--- config.mk ---
export PLATFORM = sky130hd
export DESIGN_NAME = uart_rx_ring_buffer_timed_read_core
export DESIGN_NICKNAME = d
export VERILOG_FILES = /design/src/urrb_pkg.sv /design/src/urrb_ring.sv /design/src/uart_rx_ring_buffer_timed_read_core.sv
export SDC_FILE = /design/constraint.sdc
export NUM_CORES = 1
export LEC_CHECK = 0
export BUFFER_PORTS_ARGS = -buffer_cell sky130_fd_sc_hd__buf_2
export CAP_MARGIN = 20
export CORE_AREA = 2 2 203 205
export CTS_BUF_LIST = sky130_fd_sc_hd__clkbuf_2 sky130_fd_sc_hd__clkbuf_4 sky130_fd_sc_hd__clkbuf_8
export DETAILED_ROUTE_END_ITERATION = 8
export DIE_AREA = 0 0 205 207
export PLACE_DENSITY = 0.77
export SLEW_MARGIN = 5
export SYNTH_ARGS = -nofsm -noshare
export SYNTH_HDL_FRONTEND = slang
export SYNTH_SLANG_ARGS = --single-unit
--- constraint.sdc ---
create_clock -name clock -period 3.15 [get_ports clock]
set_input_delay 0.315 -clock clock [delete_from_list [all_inputs] [get_ports clock]]
set_output_delay 0.315 -clock clock [all_outputs]
set_load 0.05 [all_outputs]
--- src/urrb_pkg.sv ---
// package for the uart receive ring buffer with timed reads
// operation and status codes, field widths and default sizes; no dependencies
package urrb_pkg;

   // default ring size in slots, one slot always stays free
   localparam int DEPTH_DEFAULT = 64;

   // payload field widths
   localparam int OP_W     = 2;
   localparam int BYTE_W   = 8;
   localparam int TICK_W   = 16;
   localparam int STATUS_W = 2;
   localparam int FILL_W   = 6;

   // reset value of the error mask: framing, parity and overrun bits
   localparam logic [BYTE_W-1:0] ERROR_MASK_RESET = 8'h1C;

   // operation codes
   localparam logic [OP_W-1:0] OP_RX   = 2'd0;
   localparam logic [OP_W-1:0] OP_READ = 2'd1;
   localparam logic [OP_W-1:0] OP_TICK = 2'd2;

   // read answer codes
   localparam logic [STATUS_W-1:0] ST_OK      = 2'd0;
   localparam logic [STATUS_W-1:0] ST_EMPTY   = 2'd1;
   localparam logic [STATUS_W-1:0] ST_TIMEOUT = 2'd2;
   localparam logic [STATUS_W-1:0] ST_BUSY    = 2'd3;

endpackage

--- src/urrb_ring.sv ---
// byte storage of the receive ring: one write port, one read port
// read data registered; uses urrb_pkg
module urrb_ring
   import urrb_pkg::*;
#(
   parameter int DEPTH = DEPTH_DEFAULT,
   localparam int AW = (DEPTH > 1) ? $clog2(DEPTH) : 1
) (
   input  logic              clock,
   input  logic              wr_en,
   input  logic [AW-1:0]     wr_addr,
   input  logic [BYTE_W-1:0] wr_data,
   input  logic              rd_en,
   input  logic [AW-1:0]     rd_addr,
   output logic [BYTE_W-1:0] rd_data
);

   logic [BYTE_W-1:0] mem [DEPTH];
   logic [BYTE_W-1:0] rd_data_ff;

   // write port
   always_ff @(posedge clock) begin
      if (wr_en) begin
         mem[wr_addr] <= wr_data;
      end
   end

   // registered read port
   always_ff @(posedge clock) begin
      if (rd_en) begin
         rd_data_ff <= mem[rd_addr];
      end
   end

   assign rd_data = rd_data_ff;

endmodule

--- src/uart_rx_ring_buffer_timed_read_core.sv ---
// Timing: answers without a popped byte (empty, busy, timeout) are registered
// in the response register; an answer that pops a byte passes the ring read register first.
// Throughput: one item per cycle while the response slot is free; after a transfer that
// pops a byte, no new item is taken until the byte is back from the ring memory.
// Reset (synchronous): indexes, count, sticky flags, pending read cleared,
// error mask back to 0x1C; ring contents are not cleared.
module uart_rx_ring_buffer_timed_read_core
   import urrb_pkg::*;
#(
   parameter int DEPTH = DEPTH_DEFAULT
) (
   input  logic                clock,
   input  logic                reset,
   // configuration
   input  logic                csr_wr_en,
   input  logic [BYTE_W-1:0]   csr_wr_data,
   // request channel
   input  logic                req_valid,
   output logic                req_ready,
   input  logic [OP_W-1:0]     req_op,
   input  logic [BYTE_W-1:0]   req_rx_byte,
   input  logic [BYTE_W-1:0]   req_line_status,
   input  logic [TICK_W-1:0]   req_timeout_ticks,
   // response channel
   output logic                rsp_valid,
   input  logic                rsp_ready,
   output logic [STATUS_W-1:0] rsp_read_status,
   output logic [BYTE_W-1:0]   rsp_read_data,
   output logic [FILL_W-1:0]   rsp_fill_count,
   output logic [BYTE_W-1:0]   rsp_line_errors,
   output logic                rsp_overflow_seen
);

   localparam int AW = (DEPTH > 1) ? $clog2(DEPTH) : 1;
   localparam logic [AW-1:0] LAST_IDX = AW'(DEPTH - 1);

   // controller states
   localparam logic S_IDLE = 1'b0;
   localparam logic S_POP  = 1'b1;

   logic                state_ff, state_in;
   logic [BYTE_W-1:0]   mask_ff;
   logic [AW-1:0]       rd_idx_ff, rd_idx_in;
   logic [AW-1:0]       wr_idx_ff, wr_idx_in;
   logic [AW-1:0]       count_ff, count_in;
   logic [BYTE_W-1:0]   err_ff, err_in;
   logic                ovf_ff, ovf_in;
   logic                pend_ff, pend_in;
   logic [TICK_W-1:0]   ticks_ff, ticks_in;

   logic                rsp_valid_ff, rsp_valid_in;
   logic [STATUS_W-1:0] rsp_status_ff, rsp_status_in;
   logic [BYTE_W-1:0]   rsp_data_ff, rsp_data_in;
   logic [FILL_W-1:0]   rsp_fill_ff, rsp_fill_in;
   logic [BYTE_W-1:0]   rsp_err_ff, rsp_err_in;
   logic                rsp_ovf_ff, rsp_ovf_in;

   logic                accept;
   logic                mem_wr_en, mem_rd_en;
   logic [BYTE_W-1:0]   mem_rd_data;
   logic [TICK_W-1:0]   ticks_dec;

   // byte storage
   urrb_ring #(
      .DEPTH (DEPTH)
   ) u_ring (
      .clock   (clock),
      .wr_en   (mem_wr_en),
      .wr_addr (wr_idx_ff),
      .wr_data (req_rx_byte),
      .rd_en   (mem_rd_en),
      .rd_addr (rd_idx_ff),
      .rd_data (mem_rd_data)
   );

   // take a transfer only when idle and the response slot is free
   assign req_ready = (state_ff == S_IDLE) && (!rsp_valid_ff || rsp_ready);
   assign accept    = req_valid && req_ready;
   assign ticks_dec = ticks_ff - TICK_W'(1);

   // item decode and state update
   always_comb begin
      state_in      = S_IDLE;
      rd_idx_in     = rd_idx_ff;
      wr_idx_in     = wr_idx_ff;
      count_in      = count_ff;
      err_in        = err_ff;
      ovf_in        = ovf_ff;
      pend_in       = pend_ff;
      ticks_in      = ticks_ff;
      mem_wr_en     = 1'b0;
      mem_rd_en     = 1'b0;
      rsp_valid_in  = rsp_valid_ff && !rsp_ready;
      rsp_status_in = rsp_status_ff;
      rsp_data_in   = rsp_data_ff;
      rsp_fill_in   = rsp_fill_ff;
      rsp_err_in    = rsp_err_ff;
      rsp_ovf_in    = rsp_ovf_ff;

      if (state_ff == S_POP) begin
         // popped byte is back from memory
         rsp_valid_in  = 1'b1;
         rsp_status_in = ST_OK;
         rsp_data_in   = mem_rd_data;
         rsp_fill_in   = FILL_W'(count_ff);
         rsp_err_in    = err_ff;
         rsp_ovf_in    = ovf_ff;
      end else if (accept) begin
         // answers without data use the current sticky state and fill
         rsp_data_in = '0;
         rsp_fill_in = FILL_W'(count_ff);
         rsp_err_in  = err_ff;
         rsp_ovf_in  = ovf_ff;
         unique case (req_op)
            OP_RX: begin
               if ((req_line_status & mask_ff) != '0) begin
                  err_in = err_ff | req_line_status;
               end else if (count_ff == LAST_IDX) begin
                  ovf_in = 1'b1;
               end else begin
                  mem_wr_en = 1'b1;
                  wr_idx_in = (wr_idx_ff == LAST_IDX) ? '0 : wr_idx_ff + AW'(1);
                  count_in  = count_ff + AW'(1);
               end
            end
            OP_READ: begin
               if (pend_ff) begin
                  rsp_valid_in  = 1'b1;
                  rsp_status_in = ST_BUSY;
               end else if (count_ff != '0) begin
                  mem_rd_en = 1'b1;
                  rd_idx_in = (rd_idx_ff == LAST_IDX) ? '0 : rd_idx_ff + AW'(1);
                  count_in  = count_ff - AW'(1);
                  state_in  = S_POP;
               end else if (req_timeout_ticks == '0) begin
                  rsp_valid_in  = 1'b1;
                  rsp_status_in = ST_EMPTY;
               end else begin
                  pend_in  = 1'b1;
                  ticks_in = req_timeout_ticks;
               end
            end
            OP_TICK: begin
               if (pend_ff) begin
                  ticks_in = ticks_dec;
                  if (ticks_dec == '0) begin
                     pend_in       = 1'b0;
                     rsp_valid_in  = 1'b1;
                     rsp_status_in = ST_TIMEOUT;
                  end else if (count_ff != '0) begin
                     pend_in   = 1'b0;
                     ticks_in  = '0;
                     mem_rd_en = 1'b1;
                     rd_idx_in = (rd_idx_ff == LAST_IDX) ? '0 : rd_idx_ff + AW'(1);
                     count_in  = count_ff - AW'(1);
                     state_in  = S_POP;
                  end
               end
            end
            default: begin
               // unused op code, no effect
            end
         endcase
      end
   end

   // control registers
   always_ff @(posedge clock) begin
      if (reset) begin
         state_ff     <= S_IDLE;
         mask_ff      <= ERROR_MASK_RESET;
         rd_idx_ff    <= '0;
         wr_idx_ff    <= '0;
         count_ff     <= '0;
         err_ff       <= '0;
         ovf_ff       <= 1'b0;
         pend_ff      <= 1'b0;
         ticks_ff     <= '0;
         rsp_valid_ff <= 1'b0;
      end else begin
         state_ff     <= state_in;
         if (csr_wr_en) begin
            mask_ff <= csr_wr_data;
         end
         rd_idx_ff    <= rd_idx_in;
         wr_idx_ff    <= wr_idx_in;
         count_ff     <= count_in;
         err_ff       <= err_in;
         ovf_ff       <= ovf_in;
         pend_ff      <= pend_in;
         ticks_ff     <= ticks_in;
         rsp_valid_ff <= rsp_valid_in;
      end
   end

   // response payload register
   always_ff @(posedge clock) begin
      rsp_status_ff <= rsp_status_in;
      rsp_data_ff   <= rsp_data_in;
      rsp_fill_ff   <= rsp_fill_in;
      rsp_err_ff    <= rsp_err_in;
      rsp_ovf_ff    <= rsp_ovf_in;
   end

   assign rsp_valid         = rsp_valid_ff;
   assign rsp_read_status   = rsp_status_ff;
   assign rsp_read_data     = rsp_data_ff;
   assign rsp_fill_count    = rsp_fill_ff;
   assign rsp_line_errors   = rsp_err_ff;
   assign rsp_overflow_seen = rsp_ovf_ff;

`ifndef NO_ASSERTIONS
   // a pop cycle always follows an accepted transfer
   a_pop_after_accept: assert property (@(posedge clock) disable iff (reset)
      (state_ff == S_POP) |-> $past(req_valid && req_ready))
      else $error("pop state without a preceding transfer");

   // the response slot is free when popped data arrives
   a_pop_slot_free: assert property (@(posedge clock) disable iff (reset)
      (state_ff == S_POP) |-> !rsp_valid_ff)
      else $error("popped byte would overwrite a pending response");

   // a pending read always has ticks left
   a_pend_ticks: assert property (@(posedge clock) disable iff (reset)
      pend_ff |-> (ticks_ff != '0))
      else $error("pending read with zero ticks left");

   // the ring never holds more than depth minus one bytes
   a_count_range: assert property (@(posedge clock) disable iff (reset)
      count_ff <= LAST_IDX)
      else $error("ring fill count out of range");
`endif

endmodule
### Word-level counts from Yosys, hierarchy flattened

Memory sizes are Yosys's and may differ from the RTL's. A register that Yosys moved wholly into a read port is not among the register bits.
Index checks and enable logic that the tools add are counted.

* flip-flop bits (word level): 79
* RAM bits: 512
* output and inout bits: 27
* logic and storage cells: 127
* memories: 1

* $add $sub $neg: 5
* equal/unequal tests: 15
* multiplexer cells: 64
* bitwise gates (word level): 5
* reduce and logical (&&, ||, !) cells: 22

Memory list
* u_ring.mem: words 64, bits a word 8, read ports 1, clocked after memory_dff 1, wr ports 1, RTL line urrb_ring.sv:18 `logic [BYTE_W-1:0] mem [DEPTH];`

Operator list (count)
* $mux W16: 6
* $mux W6: 14
* $logic_not A16 Y1: 2
* $mux W8: 4
* $pmux W16 S2: 1
* $mux W1: 28
* $add A6 B1 Y6 const B: 3
* $eq A6 B6 Y1 const B: 3
* $pmux W6 S3: 1
* $ne A2 B2 Y1 const B: 8
* $sub A16 B1 Y16 const B: 1
* $pmux W6 S2: 1
* $reduce_and A6 Y1: 2
* $mux W2: 5
* $reduce_and A5 Y1: 2
* $and A8 B8 Y8: 1
* $or A8 B8 Y8: 1
* $reduce_and A8 Y1: 1
* $reduce_bool A8 Y1: 1
* $reduce_and A7 Y1: 1
* $ne A3 B3 Y1 const B: 2
* $pmux W1 S2: 3
* $reduce_bool A6 Y1: 1
* $sub A6 B1 Y6 const B: 1
* other kinds (12): 18

### Depth between registers and ports, before layout

Gate-level depths: netlist of the first run.

* depth in word-level cells: 8
* gate-level depth with buffers: 10
* mapped depth without buffers: 9

### By module

A second synthesis of the first run with hierarchy kept.

* cells, all modules: 1393
* area total of the unflattened synthesis: 24272.0 sq um

By module, submodules not included
* urrb_ring: times used 1, cells an instance 972, area an instance 20270.7 sq um, sequential area each 15615.0 sq um
* uart_rx_ring_buffer_timed_read_core: times used 1, cells an instance 421, area an instance 4001.3 sq um, sequential area each 1811.7 sq um

### Least setup slack after synthesis of the first run

Ideal clock, no wire load.

* path type: register -> register
* start: reg rd_idx_ff[1]
* end: reg u_ring.rd_data_ff[0] (netlist: u_ring.rd_data[0]), read port of u_ring.mem, data pin
* library setup time: 272 ps
* data arrival time: 2400 ps
* data required time: 2878 ps
* path slack: 478 ps
* cell stages (with the launch flop): 7
* period minus slack after synthesis: 2672 ps
* cell sequence: dfxtp_1 -> clkbuf_1 -> clkbuf_1 -> buf_1 -> mux4_2 -> mux4_2 -> mux4_2

RTL lines
* start: declaration: RTL line uart_rx_ring_buffer_timed_read_core.sv:43 `logic [AW-1:0] rd_idx_ff, rd_idx_in;`
* start signal: assignment: RTL line uart_rx_ring_buffer_timed_read_core.sv:185 `rd_idx_ff <= rd_idx_in;`
* end: declaration: RTL line urrb_ring.sv:19 `logic [BYTE_W-1:0] rd_data_ff;`

### Final worst setup path of the first run

* start: in req_line_status[3]
* end: mem u_ring.mem[60][5] (enable)

* word-level cells in the longest chain between the ends: 8

Ends and longest elaborated chain
* start: declaration: RTL line uart_rx_ring_buffer_timed_read_core.sv:22 `input logic [BYTE_W-1:0] req_line_status,`
* $and A8 B8 Y8: RTL line uart_rx_ring_buffer_timed_read_core.sv:116 `if ((req_line_status & mask_ff) != '0) begin`
* $reduce_bool A8 Y1: RTL line uart_rx_ring_buffer_timed_read_core.sv:116
* $mux W1: RTL line uart_rx_ring_buffer_timed_read_core.sv:116
* $mux W1: RTL line uart_rx_ring_buffer_timed_read_core.sv:114 `unique case (req_op)`
* $mux W1: RTL line uart_rx_ring_buffer_timed_read_core.sv:108 `end else if (accept) begin`
* $mux W1: RTL line uart_rx_ring_buffer_timed_read_core.sv:100 `if (state_ff == S_POP) begin`
* $mux W1: RTL line urrb_ring.sv:23 `if (wr_en) begin`
* $mux W1 (implied by the code): RTL line urrb_ring.sv:24 `mem[wr_addr] <= wr_data;`
* end: declaration: RTL line urrb_ring.sv:18

No other way between the ends.

==> summary.md, run 1 <==
| Metric | Value |
|---|---|
| CTS Buf Count | `93` |
| Via count | `approximately 13,000` |
| Worst rel slew slack | `37.6%` |
| Yosys top cell area share | `68.2%` |
| Fin area | `27,800 um2` |
| Detailed-route DRC error count | `0` |
| Vias per cell | `approximately 6.2` |
| Critical hold path startpoint | `req_timeout_ticks[0]` |
| Final nets | `between 1,500 and 2,000` |
| Full die area | `42,400 um2` |
| Mapped cell area | `around 24,000 um2` |
| Gr usage total | `between 20% and 30%` |
| Syn nets | `1,295` |
| Core area | `40,400 um2` |
| Syn Area/Cell | `about 19 um2` |
| Slew Viols, Final | `0` |
| Unrepaired setup endpoints after global routing | `no` |
| CTS tree | `built` |
| Post-synth ARST share | `0%` |
| Comb pwr share | `7.9%` |
| Synth Flop Type | `edfxtp_1` |
| Sequential power share | `53.1%` |
| 1st-pass router iterations | `6` |
| Synth warn | `0` |
| Total global routing overflow | `0` |
| CP Class | `in2reg` |
| Port bufs | `73` |
| Placer Congestion | `0.853` |
| Std-Cell Rows | `74` |
| Synth area leader | `edfxtp_1` |
| Worst Hold Depth | `3` |
| Reg2reg start | `mask_ff[1]$_SDFFE_PP0P_` |
| Seq/Total Area, Yosys | `between 70 and 80%` |
| Number of synthesized flops with an enable pin | `approximately 540` |
| Max H-tree Level | `3` |
| Worst setup SP type | `input pin` |
| Req. time, crit path | `roughly 3.5 ns` |
| Clock Skew | `between 0.04 and 0.05 ns` |
| Tightest Hold Check Type | `in2reg` |
| Post-synthesis sequential element count | `599` |
| Die height | `around 210 um` |
| VDD IR max | `0.448 mV` |
| Initial Utilization | `about 60%` |
| Critical Path End Type | `register` |
| Clock share of power | `39.1%` |
| Setup Viol. Count Final | `0` |
| Post-CTS setup buffers | `0` |
| Reg2Reg Setup Slack | `about 0.36 ns` |
| Data arrival, critical path | `approximately 3.2 ns` |
| IO Pins | `74` |
| Number of fill cells | `roughly 2,500` |
| Drt total wl | `52,200 um` |
| Placed cell areas | `between 20,000 and 30,000 um2` |
| Post-synthesis cell count | `approximately 1,200` |
| MaxCap Viol Count | `0` |
| Clock tree buffer depth | `3` |
| Synth top cells by count | `edfxtp_1, mux4_2, nor2_1, dfxtp_1, a21oi_1` |
| Crit Path Max Fanout | `8` |
| Hold-fix buffers, CTS | `28` |
| RR Endpoint | `u_ring.mem[60][5]$_DFFE_PP_` |
| Clock net sink count | `599` |
| HPWL after detailed placement | `roughly 33,000 um` |
| Outcome | `complete, no violations` |
| Routed wire per std cell | `roughly 25 um` |
| Largest net degree at the start of global routing | `65` |
| Slew of the pin with the lowest slew margin | `0.934 ns` |
| Fraction of layout instances using a drive strength above 1 | `between 30% and 40%` |
| Root Driver | `clkbuf_8` |
| Final count of hold timing violations | `0` |
| Die Span X | `about 210 um` |
| Pwr dens | `approximately 600 nW/um2` |
| Initial antenna violation count | `2` |
| R2R depth | `7` |
| Cell with the most instances after synthesis | `edfxtp_1` |
| Final cycle utilization of the critical path | `around nine tenths` |
| Fin crit period | `approximately 2.8 ns` |
| Fmax | `around 360 MHz` |
| Setup tns final | `0 ns` |
| Vias in the first global route | `between 10,000 and 15,000` |
| Post-CTS Resized | `0` |
| ANT nets after route | `0` |
| Area contributors post-synth | `edfxtp_1, mux4_2, dfxtp_1` |
| NetSw | `roughly 0.0038 W` |
| Sw frac | `between 20% and 30%` |
| Netlist cell types | `65` |
| Number of DRC markers in iteration 0 | `1,482` |
| Lkg Pwr | `approximately 9 nW` |
| CTS clk-pin slew, worst paths | `around 0.05 ns` |
| Worst-Skew Late Latency | `roughly 0.66 ns` |
| Hold path endpoint | `ticks_ff[0]$_SDFFE_PP0P_` |
| First-pass GRT wire length | `between 70,000 and 80,000 um` |
| Area Growth Syn to Fin | `16.2%` |
| Int Pwr | `0.0128 W` |
stage by stage:
stage	hold WS [ns]	instances	util [%]	total power [W]	worst slack (ns)
4_1_cts	0.0338	2071	68.5	0.0167	0.413
3_5_place_dp	0.414	1868	63.1	0.0102	0.317
6_report	0.0858	2079	68.8	0.0166	0.352
5_1_grt	0.0749	2078	68.8	0.0172	0.232
2_1_floorplan	0.409	1236	-	0.00982	0.478
3_3_place_gp	0.411	1868	63.1	0.0102	0.266
critical path: stages:
cell           delay (ns)
dlygate4sd3_1        0.55
buf_2                0.14
a22oi_1              0.18
nand4_1              0.34
nor4_1               0.41
buf_4                0.19
nand3b_1             0.44
nor2_1               0.36
buf_4                0.22
worst max path at each step:
stage | start | endpoint | slack, ns | cells past startpoint
2_1_floorplan | rd_idx_ff[1]$_SDFFE_PP0P_ | u_ring.rd_data[0]$_DFFE_PP_ | 0.48 | 6
3_3_place_gp | req_line_status[5] | u_ring.mem[60][1]$_DFFE_PP_ | 0.27 | 8
3_5_place_dp | req_line_status[4] | u_ring.mem[61][6]$_DFFE_PP_ | 0.32 | 9
4_1_cts | rd_idx_ff[0]$_SDFFE_PP0P_ | u_ring.rd_data[3]$_DFFE_PP_ | 0.41 | 5
5_1_grt | mask_ff[1]$_SDFFE_PP0P_ | u_ring.mem[61][5]$_DFFE_PP_ | 0.23 | 8
6_report | req_line_status[3] | u_ring.mem[60][5]$_DFFE_PP_ | 0.35 | 9
power by group through the flow:
stage,registers [W],clock network [W],logic (W)
2_1_floorplan,0.00907,0,0.000748
3_3_place_gp,0.00898,0,0.00123
3_5_place_dp,0.00898,0,0.00126
4_1_cts,0.00882,0.00661,0.00129
5_1_grt,0.00882,0.00694,0.00141
6_report,0.00881,0.00649,0.00131
layout make-up:
cell class / count / area, um2 / area share, %
clock buffers: 124 / 1550 / 5.58
inverters: 12 / 45.0 / 0.162
multi-input cells: 554 / 6100 / 22.0
repair buffers: 206 / 1650 / 5.93
well taps: 532 / 666 / 2.40
clock inverters: 51 / 333 / 1.20
diodes: 1 / 2.50 / 0.00901
flip-flops and latches: 599 / 17400 / 62.8
metal layers:
| layer | wire, um | share of wire [%] | vias up | track usage [%] |
|---|---|---|---|---|
| met5 | 13 | 0.025 | - | 0 |
| met3 | 4340 | 8.3 | 95 | 5.49 |
| met1 | 21000 | 40 | 6580 | 35.4 |
| met4 | 1660 | 3.2 | 2 | 9.72 |
| met2 | 25200 | 48 | 646 | 39.1 |
| li1 | - | - | 5583 | - |
registers in the layout, summed over array words and instances, names as in the netlist:
name,cells
err_ff,8
rsp_fill_count,6
count_ff,6
u_ring.mem,512
rsp_read_data,8
rsp_line_errors,8
rsp_overflow_seen,1
rd_idx_ff,6
u_ring.rd_data,8
wr_idx_ff,6
rsp_read_status,2
pend_ff,1
state_ff,1
ovf_ff,1
rsp_valid,1
mask_ff,8
ticks_ff,16
kinds of logic (layout without fill, tap and decap cells):
group / count (synthesis) / after routing / synth area share (%)
multiplexers: 177 / 177 / 16.2
adder cells (fa/ha/maj): 12 / 12 / 0.659
AND/OR/NAND/NOR: 234 / 234 / 4.92
AO/OA/AOI/OAI: 120 / 120 / 3.34
flip-flops: 599 / 599 / 72.9
other: 0 / 1 / 0
XOR/XNOR: 11 / 11 / 0.403
buffers and inverters: 83 / 393 / 1.59
cell usage in the layout, fill, tap and decap left out, types with 5 or more instances in the layout:
master / n
nor2b_1: 7
mux2i_1: 8
buf_4: 88
xnor2_1: 8
a21oi_1: 42
ha_1: 11
nand4_1: 10
dfxtp_1: 53
edfxtp_1: 543
clkbuf_4: 25
clkbuf_8: 99
nand3_1: 20
o22ai_1: 6
o21ai_0: 16
o32ai_1: 6
buf_12: 17
buf_2: 73
clkinv_2: 15
and3_1: 11
nor3_1: 11
a31oi_1: 9
inv_1: 12
dlygate4sd3_1: 28
clkinv_1: 28
and2_1: 11
nor4_1: 13
nand2_1: 14
nor2_1: 106
a211o_1: 5
mux4_2: 168
or3_1: 6
Power figures use the tool's default switching activity.
==> run 2, diff against run 1 <==
Settings changed: CELL_PAD_IN_SITES_DETAIL_PLACEMENT from default to 0, CELL_PAD_IN_SITES_GLOBAL_PLACEMENT from default to 2, CORE_AREA 2 2 203 205 to 2 2 222 224, DIE_AREA 0 0 205 207 to 0 0 224 226, PLACE_DENSITY 0.77 to default, PLACE_DENSITY_LB_ADDON from default to 0.1.
==> summary.md, run 2 (synthesis results as in run 1) <==
| Metric | Value |
|---|---|
| Outcome | `complete, no violations` |
| Number of DRC markers in iteration 0 | `1,066` |
| Crit Path Max Fanout | `7` |
| Fraction of layout instances using a drive strength above 1 | `about a third` |
| Detailed-route DRC error count | `0` |
| Clock Skew | `0.0360 ns` |
| Sequential power share | `52.4%` |
| Top reg by flops | `u_ring.mem` |
| Clock share of power | `39.7%` |
| Slew of the pin with the lowest slew margin | `between 0.9 and 1 ns` |
| Post-CTS Resized | `0` |
| Tightest Hold Check Type | `in2reg` |
| CTS tree | `built` |
| Fin crit period | `around 2.8 ns` |
| Req. time, crit path | `about 3.7 ns` |
| VDD IR max | `between 0.3 and 0.4 mV` |
| Post-CTS setup buffers | `0` |
| Lkg Pwr | `9.08 nW` |
| CTS clk-pin slew, worst paths | `about 0.060 ns` |
| Commonest cells after routing, fill and taps aside | `edfxtp_1, mux4_2, nor2_1` |
| Final nets | `between 1,500 and 2,000` |
| Hold-fix buffers, CTS | `33` |
| HPWL after detailed placement | `~34,000 um` |
| Comb pwr share | `about 7.9%` |
| Clock net sink count | `approximately 600` |
| Max reg flops | `512` |
| Setup Viol. Count Final | `0` |
| Largest net degree at the start of global routing | `65` |
| Max H-tree Level | `3` |
| Via count | `12,700` |
| Gr usage total | `between 20% and 30%` |
| Critical Path End Type | `register` |
| Fin Hold WS | `0.0638 ns` |
| Post-layout util | `between 50% and 60%` |
| IO Pins | `between 70 and 80` |
| CP Class | `reg2reg` |
| Setup tns final | `0 ns` |
| CP bufs+invs | `2` |
| ANT nets after route | `0` |
| Final cycle utilization of the critical path | `~89%` |
| Int Pwr | `0.0130 W` |
| Largest regs | `u_ring.mem (512), ticks_ff (16)` |
| Port bufs | `73` |
| Number of fill cells | `3,658` |
| Unrepaired setup endpoints after global routing | `no` |
| NetSw | `roughly 0.0038 W` |
| Worst setup SP type | `register` |
| Initial Utilization | `between 40% and 50%` |
| Std-Cell Rows | `roughly 80` |
| Die Span X | `~220 um` |
| CTS Buf Count | `97` |
| Core area | `between 40,000 and 50,000 um2` |
| Routed wire per std cell | `around 26 um` |
| Cell family with most CP delay | `simple AND/OR/NAND/NOR gates` |
| 1st-pass router iterations | `7` |
| Full die area | `a little over 50,000 um2` |
| Finished Layout Cells | `approximately 2,200` |
| Slew Viols, Final | `0` |
| Initial antenna violation count | `3` |
| Placer Congestion | `0.791` |
| MaxCap Viol Count | `0` |
| Fmax | `between 300 and 400 MHz` |
| CP cell instances | `inv_1, ha_1, or3b_1, nor4_1, a31oi_1, a21oi_1, o22ai_1, dlygate4sd3_1` |
| Largest stage delay, worst path | `0.57 ns` |
| Total global routing overflow | `0` |
| Sw frac | `between 20% and 30%` |
| Worst-Skew Late Latency | `0.68 ns` |
| Clock tree buffer depth | `3` |
| Most common cell after layout, fill and taps aside | `edfxtp_1` |
| First-pass GRT wire length | `about 83,000 um` |
| Drt total wl | `roughly 56,000 um` |
| Vias in the first global route | `12,900` |
| Final count of hold timing violations | `0` |
| Area Growth Syn to Fin | `17.5%` |
| Data arrival, critical path | `about 3.4 ns` |
| Placed insts | `1,973` |
| Worst path slowest cell | `dlygate4sd3_1` |
| Root Driver | `clkbuf_8` |
| Vias per cell | `5.81` |
| Pwr dens | `approximately 600 nW/um2` |
| Reg2Reg Setup Slack | `0.35 ns` |
| Die height | `226 um` |
| Worst rel slew slack | `~36%` |
==> run 2: layout make-up <==
| cell class | count | area [um2] | share of cell area (%) |
|---|---|---|---|
| Tap cell | 622 | 778 | 2.77 |
| Sequential cell | 599 | 17400 | 62.1 |
| Inverter | 12 | 45.0 | 0.160 |
| Timing Repair Buffer | 225 | 1810 | 6.46 |
| Antenna cell | 1 | 2.50 | 0.00891 |
| Multi-Input combinational cell | 554 | 6100 | 21.7 |
| Clock buffer | 134 | 1630 | 5.79 |
| Clock inverter | 36 | 288 | 1.02 |
==> run 2: worst paths after layout <==
| check | from | to | cells past startpoint |
|---|---|---|---|
| worst min-delay path | req_rx_byte[4] | u_ring.mem[36][4]$_DFFE_PP_ | 1 |
| worst max register to register | ticks_ff[0]$_SDFFE_PP0P_ | ticks_ff[14]$_SDFFE_PP0P_ | 8 |
| worst max-delay path | ticks_ff[0]$_SDFFE_PP0P_ | ticks_ff[14]$_SDFFE_PP0P_ | 8 |
| worst min register to register | err_ff[2]$_SDFFE_PP0P_ | rsp_line_errors[2]$_DFFE_PP_ | 0 |
==> run 2: per-stage QoR <==
stage                     power [W]  setup slack [ns]  instance area, um2
after global placement       0.0103             0.370               25700
after floorplan             0.00982             0.478               23900
after CTS                    0.0170             0.340               28000
after detailed placement     0.0103             0.364               25700
after global routing         0.0174             0.139               28100
final                        0.0168             0.353               28100
==> run 2: metal layers <==
metal  vias up  track usage (%)  wire, um
li1       5616                -         -
met1      6625             32.3     24900
met2       369             35.2     26500
met3        77             4.44      3200
met4         0             8.32      1370
met5         -                0         0
==> run 2: power by group through the flow <==
stage / clock network (W) / registers [W] / logic (W)
after CTS: 0.00684 / 0.00882 / 0.00132
after floorplan: 0 / 0.00907 / 0.000748
after global routing: 0.00716 / 0.00882 / 0.00143
after detailed placement: 0 / 0.00899 / 0.00128
after global placement: 0 / 0.00899 / 0.00128
final: 0.00667 / 0.00882 / 0.00132
==> run 3, diff against run 2 <==
Settings changed: CELL_PAD_IN_SITES_DETAIL_PLACEMENT 0 to default, CELL_PAD_IN_SITES_GLOBAL_PLACEMENT 2 to default, CORE_AREA 2 2 222 224 to 2 2 203 205, DIE_AREA 0 0 224 226 to 0 0 205 207, PLACE_DENSITY from default to 0.77, PLACE_DENSITY_LB_ADDON 0.1 to default.
Clock period 3.15 ns to 2.8 ns, I/O delays scaled along.
==> summary.md, run 3 (synthesis results as in run 1) <==
| Metric | Value |
|---|---|
| MaxCap Viol Count | `0` |
| Worst setup SP type | `register` |
| Setup Viol. Count Final | `0` |
| Initial Utilization | `59.2%` |
| Reg2Reg Setup Slack | `0.17 ns` |
| Final cycle utilization of the critical path | `between 90% and 100%` |
| Largest regs | `u_ring.mem (512), ticks_ff (16)` |
| Reg2reg start | `rd_idx_ff[0]$_SDFFE_PP0P_` |
| Clock tree buffer depth | `3` |
| R2R depth | `4` |
| ANT nets after route | `0` |
| Most common cell after layout, fill and taps aside | `edfxtp_1` |
| Largest net degree at the start of global routing | `65` |
| Vias per cell | `roughly 6.3` |
| CTS clk-pin slew, worst paths | `0.06 ns` |
| Area Growth Syn to Fin | `16.4%` |
| Comb pwr share | `between 7 and 8%` |
| Max H-tree Level | `3` |
| Slew of the pin with the lowest slew margin | `0.761 ns` |
| Final count of hold timing violations | `0` |
| Critical hold path startpoint | `req_timeout_ticks[15]` |
| Fmax | `between 300 and 400 MHz` |
| Pwr dens | `~670 nW/um2` |
| Detailed-route DRC error count | `0` |
| Worst rel slew slack | `about half` |
| Clock Skew | `between 0.03 and 0.04 ns` |
| Std-Cell Rows | `74` |
| Max reg flops | `a little over 500` |
| CTS Buf Count | `between 90 and 100` |
| Sw frac | `~22%` |
| Total global routing overflow | `0` |
| Unrepaired setup endpoints after global routing | `no` |
| RR Endpoint | `u_ring.rd_data[5]$_DFFE_PP_` |
| Outcome | `complete, no violations` |
| NetSw | `about 0.0042 W` |
| Fraction of layout instances using a drive strength above 1 | `33.7%` |
| 1st-pass router iterations | `5` |
| Initial antenna violation count | `0` |
| Gr usage total | `around 25%` |
| Clock net sink count | `599` |
| Lkg Pwr | `9.01 nW` |
| CP cell instances | `buf_12, mux4_2, mux4_2, mux4_2` |
| Met1 usage | `a little over a third` |
| HPWL after detailed placement | `roughly 33,000 um` |
| Largest stage delay, worst path | `0.59 ns` |
| Worst Hold Depth | `4` |
| Core area | `between 40,000 and 50,000 um2` |
| Slew Viols, Final | `0` |
| Final WS setup | `about 0.17 ns` |
| First-pass GRT wire length | `slightly below 80,000 um` |
| Top reg by flops | `u_ring.mem` |
| DP Worst Slack | `0.169 ns` |
| Vias in the first global route | `12,900` |
| Clock share of power | `39.1%` |
| Critical Path End Type | `register` |
| CP Class | `reg2reg` |
| Worst-Skew Late Latency | `~0.65 ns` |
| Setup tns final | `0 ns` |
| Crit Path Max Fanout | `30` |
| Diode count | `0` |
| Port bufs | `73` |
| IO Pins | `74` |
| Most Crowded Layer GR | `met2` |
| Number of DRC markers in iteration 0 | `between 1,500 and 2,000` |
| Hold path endpoint | `ticks_ff[15]$_SDFFE_PP0P_` |
| Data arrival, critical path | `roughly 3 ns` |
| Sequential power share | `53.1%` |
| Worst path slowest cell | `mux4_2` |
| Met2 usage | `around two fifths` |
| Routed wire per std cell | `around 25 um` |
| Fin crit period | `about 2.6 ns` |
| CTS tree | `built` |
| Tightest Hold Check Type | `in2reg` |
| Root Driver | `clkbuf_8` |
| Final nets | `roughly 1,500` |
| CP dominant cell by count | `mux4_2` |
| Die Span X | `205 um` |
| Drt total wl | `approximately 53,000 um` |
| Int Pwr | `about 0.014 W` |
| Die height | `approximately 210 um` |
| Placer Congestion | `about 0.85` |
| Commonest cells after routing, fill and taps aside | `edfxtp_1, mux4_2, nor2_1` |
| Req. time, crit path | `3.18 ns` |
| Post-CTS setup buffers | `0` |
| VDD IR max | `around 0.43 mV` |
| GR met3 Demand/Resource | `around 5%` |
| Full die area | `between 40,000 and 50,000 um2` |
| Via count | `approximately 13,000` |
run 3: cell count changes in the layout (fill, tap and decap cells not counted):
cell and change:
clkbuf_8 +2, o21ai_2 -1, diode_2 -1, o21ai_4 +1, clkbuf_4 -10, dlygate4sd3_1 -5, buf_4 +1, bufinv_16 -1
clkinv_2 +9, clkinv_1 -3, buf_12 -4, inv_6 +1
run 3: worst max path at each step:
stage                                   to  cells after the start  slack (ns)                       from
2_1_floorplan  u_ring.rd_data[0]$_DFFE_PP_                      6        0.13  rd_idx_ff[1]$_SDFFE_PP0P_
3_3_place_gp   u_ring.mem[60][2]$_DFFE_PP_                      9        0.21                  req_op[0]
3_5_place_dp   u_ring.mem[60][3]$_DFFE_PP_                      9        0.17                  req_op[0]
4_1_cts        u_ring.rd_data[5]$_DFFE_PP_                      4        0.16  rd_idx_ff[0]$_SDFFE_PP0P_
5_1_grt        u_ring.rd_data[0]$_DFFE_PP_                      9        0.02   ticks_ff[0]$_SDFFE_PP0P_
6_report       u_ring.rd_data[5]$_DFFE_PP_                      4        0.17  rd_idx_ff[0]$_SDFFE_PP0P_
run 3: power groups by stage:
stage | logic (W) | registers (W) | clock network [W]
global placement | 0.00138 | 0.0101 | 0
detailed placement | 0.00141 | 0.0101 | 0
global route | 0.00157 | 0.00992 | 0.00781
finish | 0.00146 | 0.00991 | 0.00730
floorplan | 0.000841 | 0.0102 | 0
CTS | 0.00145 | 0.00991 | 0.00744
run 3: critical path, delay by kind of cell, from the launching register on:
kind / cells / cell delay [ns]
mux: 3 / 1.60
buf+inv: 1 / 0.28
flops: 1 / 0.46
run 3: cell type report:
cell class	count	area, um2
Clock buffer	126	1580
Clock inverter	42	300
Fill cell	2467	12500
Inverter	12	45.0
Multi-Input combinational cell	554	6110
Sequential cell	599	17400
Tap cell	532	666
Timing Repair Buffer	217	1690
run 3: metrics by stage:
step | utilization [%] | area, um2 | hold slack, ns | cells | total power [W]
2_1_floorplan | - | 23900 | 0.379 | 1236 | 0.0110
3_3_place_gp | 63.4 | 25600 | 0.412 | 1883 | 0.0115
3_5_place_dp | 63.4 | 25600 | 0.418 | 1883 | 0.0115
4_1_cts | 68.8 | 27800 | 0.0193 | 2079 | 0.0188
5_1_grt | 68.9 | 27800 | 0.0483 | 2082 | 0.0193
6_report | 68.9 | 27800 | 0.0507 | 2082 | 0.0187
run 3: repair_timing:
action,4_1_cts,5_1_grt
setup endpoints to repair,0,11
hold endpoints to repair,30,0
resized for setup,0,1
hold buffers,28,0
run 3: layer usage:
layer	vias up	routed length, um
met1	6656	20600
met2	700	26000
met5	-	0
li1	5590	-
met4	0	1100
met3	90	4930
